`src/design/object_table_free_list_top_assert.svh`:
```
// assertion macros for the object table free list
`ifndef OBJECT_TABLE_FREE_LIST_TOP_ASSERT_SVH
`define OBJECT_TABLE_FREE_LIST_TOP_ASSERT_SVH

// consequent checked in the same cycle
`define OTFL_ASSERT_SAME(label, pre, post, msg) \
	label: assert property (@(posedge clk) disable iff (!arst_n) (pre) |-> (post)) \
		else $error(msg);

// consequent checked in the next cycle
`define OTFL_ASSERT_NEXT(label, pre, post, msg) \
	label: assert property (@(posedge clk) disable iff (!arst_n) (pre) |=> (post)) \
		else $error(msg);

`endif

```
`src/design/otfl_pkg.sv`:
```
`default_nettype none

package otfl_pkg;

	localparam logic [1:0] CMD_ALLOC = 2'd0;
	localparam logic [1:0] CMD_FREE  = 2'd1;
	localparam logic [1:0] CMD_SWAP  = 2'd2;

	typedef enum logic [2:0] {
		ST_INIT,
		ST_IDLE,
		ST_WRITE,
		ST_RESP,
		ST_RD_B,
		ST_WR_A,
		ST_WR_B
	} state_t;

	typedef enum logic [1:0] {
		RD_HEAD,
		RD_A,
		RD_B
	} rd_sel_t;

	typedef enum logic [2:0] {
		WR_CLEAR,
		WR_ALLOC,
		WR_FREE,
		WR_SWAP_A,
		WR_SWAP_B
	} wr_sel_t;

	typedef enum logic [1:0] {
		RES_ZERO,
		RES_FULL,
		RES_ALLOC,
		RES_FREE
	} res_t;

	typedef struct packed {
		logic    capture;
		logic    mem_rd;
		rd_sel_t rd_sel;
		logic    mem_wr;
		wr_sel_t wr_sel;
		logic    tmp_load;
		logic    head_load;
		logic    clr_step;
		logic    load_out;
		res_t    res_sel;
	} ctl_cmd_t;

	typedef struct packed {
		logic in_alloc;
		logic in_free;
		logic in_swap;
		logic head_empty;
		logic ia_ok;
		logic ib_ok;
		logic cur_alloc;
		logic clr_last;
		logic out_free;
	} ctl_sts_t;

endpackage

`default_nettype wire

```
`src/design/otfl_ctl.sv`:
```
`default_nettype none

module otfl_ctl
	import otfl_pkg::*;
(
	input  wire logic     clk,
	input  wire logic     arst_n,
	input  wire logic     in_valid,
	output logic          in_ready,
	input  wire ctl_sts_t sts,
	output ctl_cmd_t      ctl
);

	state_t state_q;
	state_t state_d;

	always_ff @(posedge clk or negedge arst_n) begin
		if (!arst_n) begin
			state_q <= ST_INIT;
		end else begin
			state_q <= state_d;
		end
	end

	always_comb begin
		state_d = state_q;
		in_ready = 1'b0;
		ctl = '0;
		unique case (state_q)
			ST_INIT: begin
				// clearing pass rebuilds the free chain one slot a cycle
				ctl.mem_wr = 1'b1;
				ctl.wr_sel = WR_CLEAR;
				ctl.clr_step = 1'b1;
				if (sts.clr_last) begin
					state_d = ST_IDLE;
				end
			end
			ST_IDLE: begin
				in_ready = 1'b1;
				if (in_valid) begin
					ctl.capture = 1'b1;
					priority if (sts.in_alloc && !sts.head_empty) begin
						ctl.mem_rd = 1'b1;
						ctl.rd_sel = RD_HEAD;
						state_d = ST_WRITE;
					end else if (sts.in_free && sts.ia_ok) begin
						ctl.mem_rd = 1'b1;
						ctl.rd_sel = RD_A;
						state_d = ST_WRITE;
					end else if (sts.in_swap && sts.ia_ok && sts.ib_ok) begin
						ctl.mem_rd = 1'b1;
						ctl.rd_sel = RD_A;
						state_d = ST_RD_B;
					end else begin
						state_d = ST_RESP;
					end
				end
			end
			ST_WRITE: begin
				if (sts.out_free) begin
					ctl.mem_wr = 1'b1;
					ctl.wr_sel = sts.cur_alloc ? WR_ALLOC : WR_FREE;
					ctl.head_load = 1'b1;
					ctl.load_out = 1'b1;
					ctl.res_sel = sts.cur_alloc ? RES_ALLOC : RES_FREE;
					state_d = ST_IDLE;
				end
			end
			ST_RESP: begin
				// table full, index out of range or unused command
				if (sts.out_free) begin
					ctl.load_out = 1'b1;
					ctl.res_sel = sts.cur_alloc ? RES_FULL : RES_ZERO;
					state_d = ST_IDLE;
				end
			end
			ST_RD_B: begin
				ctl.mem_rd = 1'b1;
				ctl.rd_sel = RD_B;
				ctl.tmp_load = 1'b1;
				state_d = ST_WR_A;
			end
			ST_WR_A: begin
				ctl.mem_wr = 1'b1;
				ctl.wr_sel = WR_SWAP_A;
				state_d = ST_WR_B;
			end
			ST_WR_B: begin
				if (sts.out_free) begin
					ctl.mem_wr = 1'b1;
					ctl.wr_sel = WR_SWAP_B;
					ctl.load_out = 1'b1;
					ctl.res_sel = RES_ZERO;
					state_d = ST_IDLE;
				end
			end
			default: begin
				state_d = ST_INIT;
			end
		endcase
	end

endmodule

`default_nettype wire

```
`config.mk`:
```
export PLATFORM = sky130hd
export DESIGN_NAME = otfl_ctl
export DESIGN_NICKNAME = d
export VERILOG_FILES = /design/src/design/object_table_free_list_top_assert.svh /design/src/design/otfl_pkg.sv /design/src/design/otfl_ctl.sv
export SDC_FILE = /design/constraint.sdc
export NUM_CORES = 1
export LEC_CHECK = 0
export BUFFER_PORTS_ARGS = -buffer_cell sky130_fd_sc_hd__buf_2
export CAP_MARGIN = 20
export CORE_AREA = 2 2 39 41
export CTS_BUF_LIST = sky130_fd_sc_hd__clkbuf_4 sky130_fd_sc_hd__clkbuf_8 sky130_fd_sc_hd__clkbuf_16
export CTS_CLUSTER_DIAMETER = 40
export DETAILED_ROUTE_END_ITERATION = 10
export DIE_AREA = 0 0 41 43
export GPL_TIMING_DRIVEN = 1
export MAX_ROUTING_LAYER = met4
export SYNTH_ARGS = -nofsm -noshare
export SYNTH_HDL_FRONTEND = slang
export SYNTH_SLANG_ARGS = --single-unit
```
`constraint.sdc`:
```
create_clock -name clk -period 1.4 [get_ports clk]
set_input_delay 0.07 -clock clk [delete_from_list [all_inputs] [get_ports clk]]
set_output_delay 0.07 -clock clk [all_outputs]
set_load 0.02 [all_outputs]
```
# Word-level counts from Yosys, hierarchy flattened
# Cells that the tools add are included.
dict set report totals {
  out_inout_bits 15
  regBits 3
  inputBits 12
}
dict set report classes {
  mux 28
  n_reduce_logical 8
  n_eq_ne 9
}
# op n
set ops {}
lappend ops {{$mux W3} 12}
lappend ops {{$pmux W4 S4} 1}
lappend ops {{$pmux W3 S5} 1}
lappend ops {{$mux W4} 3}
lappend ops {{$eq A3 B3 Y1 const B} 3}
lappend ops {{$pmux W3 S3} 1}
lappend ops {{$mux W1} 8}
lappend ops {{$eq A3 B2 Y1 const B} 2}
lappend ops {{$pmux W3 S2} 1}
lappend ops {{$logic_and A1 B1 Y1} 4}
lappend ops {{$ne A2 B2 Y1 const B} 2}
lappend ops {{$eq A3 B1 Y1 const B} 1}
lappend ops {{$logic_not A3 Y1} 1}
lappend ops {{$reduce_and A3 Y1} 1}
lappend ops {{$reduce_or A3 Y1} 1}
lappend ops {{$mux W2} 1}
lappend ops {{$ne A2 B1 Y1 const B} 1}
lappend ops {{$logic_not A1 Y1} 1}

# Longest topological paths before layout
dict set report depth {
  ltp_word 7
  depth_mapped 5
  depth_no_buf 3
}

# Worst setup path after synthesis
# OpenSTA, ideal clock, no wires.
dict set report synth_timing {
  kind {flip-flop to output port}
  startpoint {register state_q[2]}
  endpoint {output port ctl[7] (netlist bit)}
  arrival_time_ns 1.363
  setup_slack_ns -0.033
  path_stages_with_launch 3
  cell_sequence {dfrtp_1 buf_2 o41ai_1}
}
# item line
set synth_rtl {}
lappend synth_rtl {{start, declared} otfl_ctl.sv:14} ;# state_t state_q;
lappend synth_rtl {{start signal, assigned} otfl_ctl.sv:21} ;# state_q <= state_d;
lappend synth_rtl {{end, declared} otfl_ctl.sv:11} ;# output ctl_cmd_t ctl

==> impl_metrics.toml <==
[synth]
yosys-top-cells-area = "dfrtp_1 22%, a21oi_1 7.2%, buf_4 6.5%"
synth-seq-area-share_pct = 21.6
synth_area_um2 = 348
synth.most_common_cell = "nand2_1"
async_reset_ff_share_pct = 100
syn_nets = 62
synth.cells.most_frequent = "6 x nand2_1, 5 x a21oi_1"
synth_edf_count = 0
syn_inst = 50
ys_ff_latch = 3
yosysWarningCount = 0
yosysTopAreaCell = "dfrtp_1"
ys.flop_type = "dfrtp_1"
syn_avg_cell_area_um2 = 6.96
synth_top_area_share_pct = 21.6
synth.distinct_cells = 25

[global_route]
track_usage_pct = 13.5
grt_antenna_before_repair = 0
grt_pass1_vias = 388
grt_pass1_wl_um = 1600
grt_max_degree = 14
grt_overflow_total = 0

[layout]
largest-register = "state_q"
largest_register_ffs = 3
diodes = 0
area.sequential_um2 = 78.8
layout.nets = 97
nFillCells = 145
synthToLayoutAreaGrowth_pct = 75.5
multi_input_area_um2 = 262
top_regs = "state_q (3)"
drive_above_1_share_pct = 58.3
design_area_um2 = 611

[run_status]
status = "complete, no violations"

[worst_hold_path]
hold_path.class = "input pin to flop"
min_to = "state_q[1]"
hp-start = "in_valid"
whs_path_depth = 3

[floorplanning]
die_y_um = 43
initial_core_util_pct = 25.1
core_um2 = 1380
dieArea_um2 = 1760
top_level_ports = 27
die_x_um = 41
rows = 14

[power_and_ir_drop]
power.share.switching_pct = 46.2
p_per_area_nw_per_um2 = 1800
p_clk_share_pct = 15.8
comb_power_share_pct = 66.5
design_power_total_mw = 1.10
max-vdd-ir-drop_v = 0.000770
power_switching_uw = 509
intPower_uw = 593
seqPwrFrac_pct = 17.7
p_leak_nw = 0.326

[routing]
first_pass_iters = 2
avgViaCountPerCell = 4.58
drt_wl_total_um = 972
wl_per_cell_um = 9.72
drt_drc_violations_left = 0
dr_total_vias = 458
dr.first_iter.drc_count = 3
ant_nets = 0

[cts]
cts_tree = "done"
cts_sinks = 3
insertion_delay_ps = 230
cts_max_level = 1
cts_made_buffers = 3
root_buffer = "clkbuf_4"
clock_path_buffers = 2
clkSlewWorstSetupHoldPaths_ps = 40

[job]
maxCapViolations = 0

[sta]
fin_worst_skew_ps = 1.31
max-slew-margin-rel_pct = 83.1
slew_violations = 0
tns_ps = 0
min_period_ps = 1340
worstMarginPinSlew_ps = 253
fmax_mhz = 745
hold_viol_final = 0
setup_violations = 0
fin_crit_sh_pct = 95.8

[worst_setup_path]
crit_type = "flop to output pin"
max_stage_delay_ps = 450
start_kind = "flop"
reg2reg_slack_ps = 130
cp.arrival_ps = 1270
path_cells = "nor2_4 -> nand3_2 -> nor3_2 -> buf_4"
r2r_end = "state_q[2]"
r2r-start = "state_q[0]"
worstPathMaxFanout = 6
required_ps = 1330
critPathSlowestCell = "dfrtp_2"
r2r_cells = 4
critPathCaptureType = "output pin"

[placed_design]
post_dp_cell_area_um2 = 495
dp_hpwl_um = 684
place_congestion = 0.786
portBuffers = 26
==> final cells by class <==
class                   instances  area share, %
inverters                       2           1.23
clock buffers                   4           4.92
repair buffers                 36           34.8
well taps                      16           3.28
multi-input cells              39           42.8
flip-flops and latches          3           12.9
==> stage by stage <==
step	utilization [%]	setup WS [ps]	hold WS, ps	instances
2_1_floorplan	-	91.0	-226	50
3_3_place_gp	35.8	118	-133	89
3_5_place_dp	35.8	120	-134	89
4_1_cts	40.6	2.52	135	97
5_1_grt	44.1	-7.52	165	100
6_report	44.1	58.4	147	100
==> worst max path at each step <==
stage          cells after the start       start         end  slack, ps
2_1_floorplan                      4  state_q[2]      ctl[9]         90
3_3_place_gp                       4  state_q[1]     ctl[10]        120
3_5_place_dp                       3  state_q[0]  state_q[2]        120
4_1_cts                            4  state_q[0]      ctl[6]          3
5_1_grt                            4  state_q[0]     ctl[10]         -8
6_report                           4  state_q[1]     ctl[10]         60
==> layer usage <==
layer,GRT usage [%],wire [um],part of all wire (%)
met1,17.4,429,44
met4,8.00,13,1.3
met5,-,0,0
met3,3.14,56,5.8
met2,18.4,472,49
==> placed cells by master, fill, tap and decap left out, types with 2 or more instances in the layout <==
master and count:
dfrtp_2 3, nor3_1 2, clkbuf_4 4, nand3_1 2, nor2_1 2, nand2_2 2, buf_4 9, o21ai_0 2
nor2b_1 2, a21oi_1 5, buf_2 24, inv_1 2, nand2_1 5
==> power by group through the flow <==
| stage | registers, mW | clock network, mW | logic, mW |
|---|---|---|---|
| after detailed placement | 0.216 | 0 | 0.549 |
| final | 0.196 | 0.174 | 0.733 |
| after CTS | 0.205 | 0.175 | 0.631 |
| after floorplan | 0.126 | 0 | 0.482 |
| after global placement | 0.215 | 0 | 0.551 |
| after global routing | 0.204 | 0.179 | 0.805 |
==> worst max-delay path: cells and delay by family, from the launching register on <==
kind,cells,cell delay (ps)
buffers and inverters,1,160
flip-flops,1,450
AND/OR/NAND/NOR,3,430
==> repair_timing <==
item	4_1_cts	5_1_grt
buffers inserted	3	3
pin swaps	0	1
hold buffers	1	0
endpoints found under the setup margin	8	9
gates resized for setup	4	10
hold endpoints to repair	3	0
==> logic make-up (layout without fill, tap and decap cells) <==
family | count (synthesis) | after routing | share of synthesized area (%)
xor gates and xnor gates | 1 | 1 | 2.52
buffers and inverters | 8 | 42 | 12.9
AOI/OAI and AO/OA | 15 | 15 | 27.0
DFF | 3 | 3 | 21.6
and+or+nand+nor | 23 | 23 | 36.0
Power figures use the tool's default switching activity.
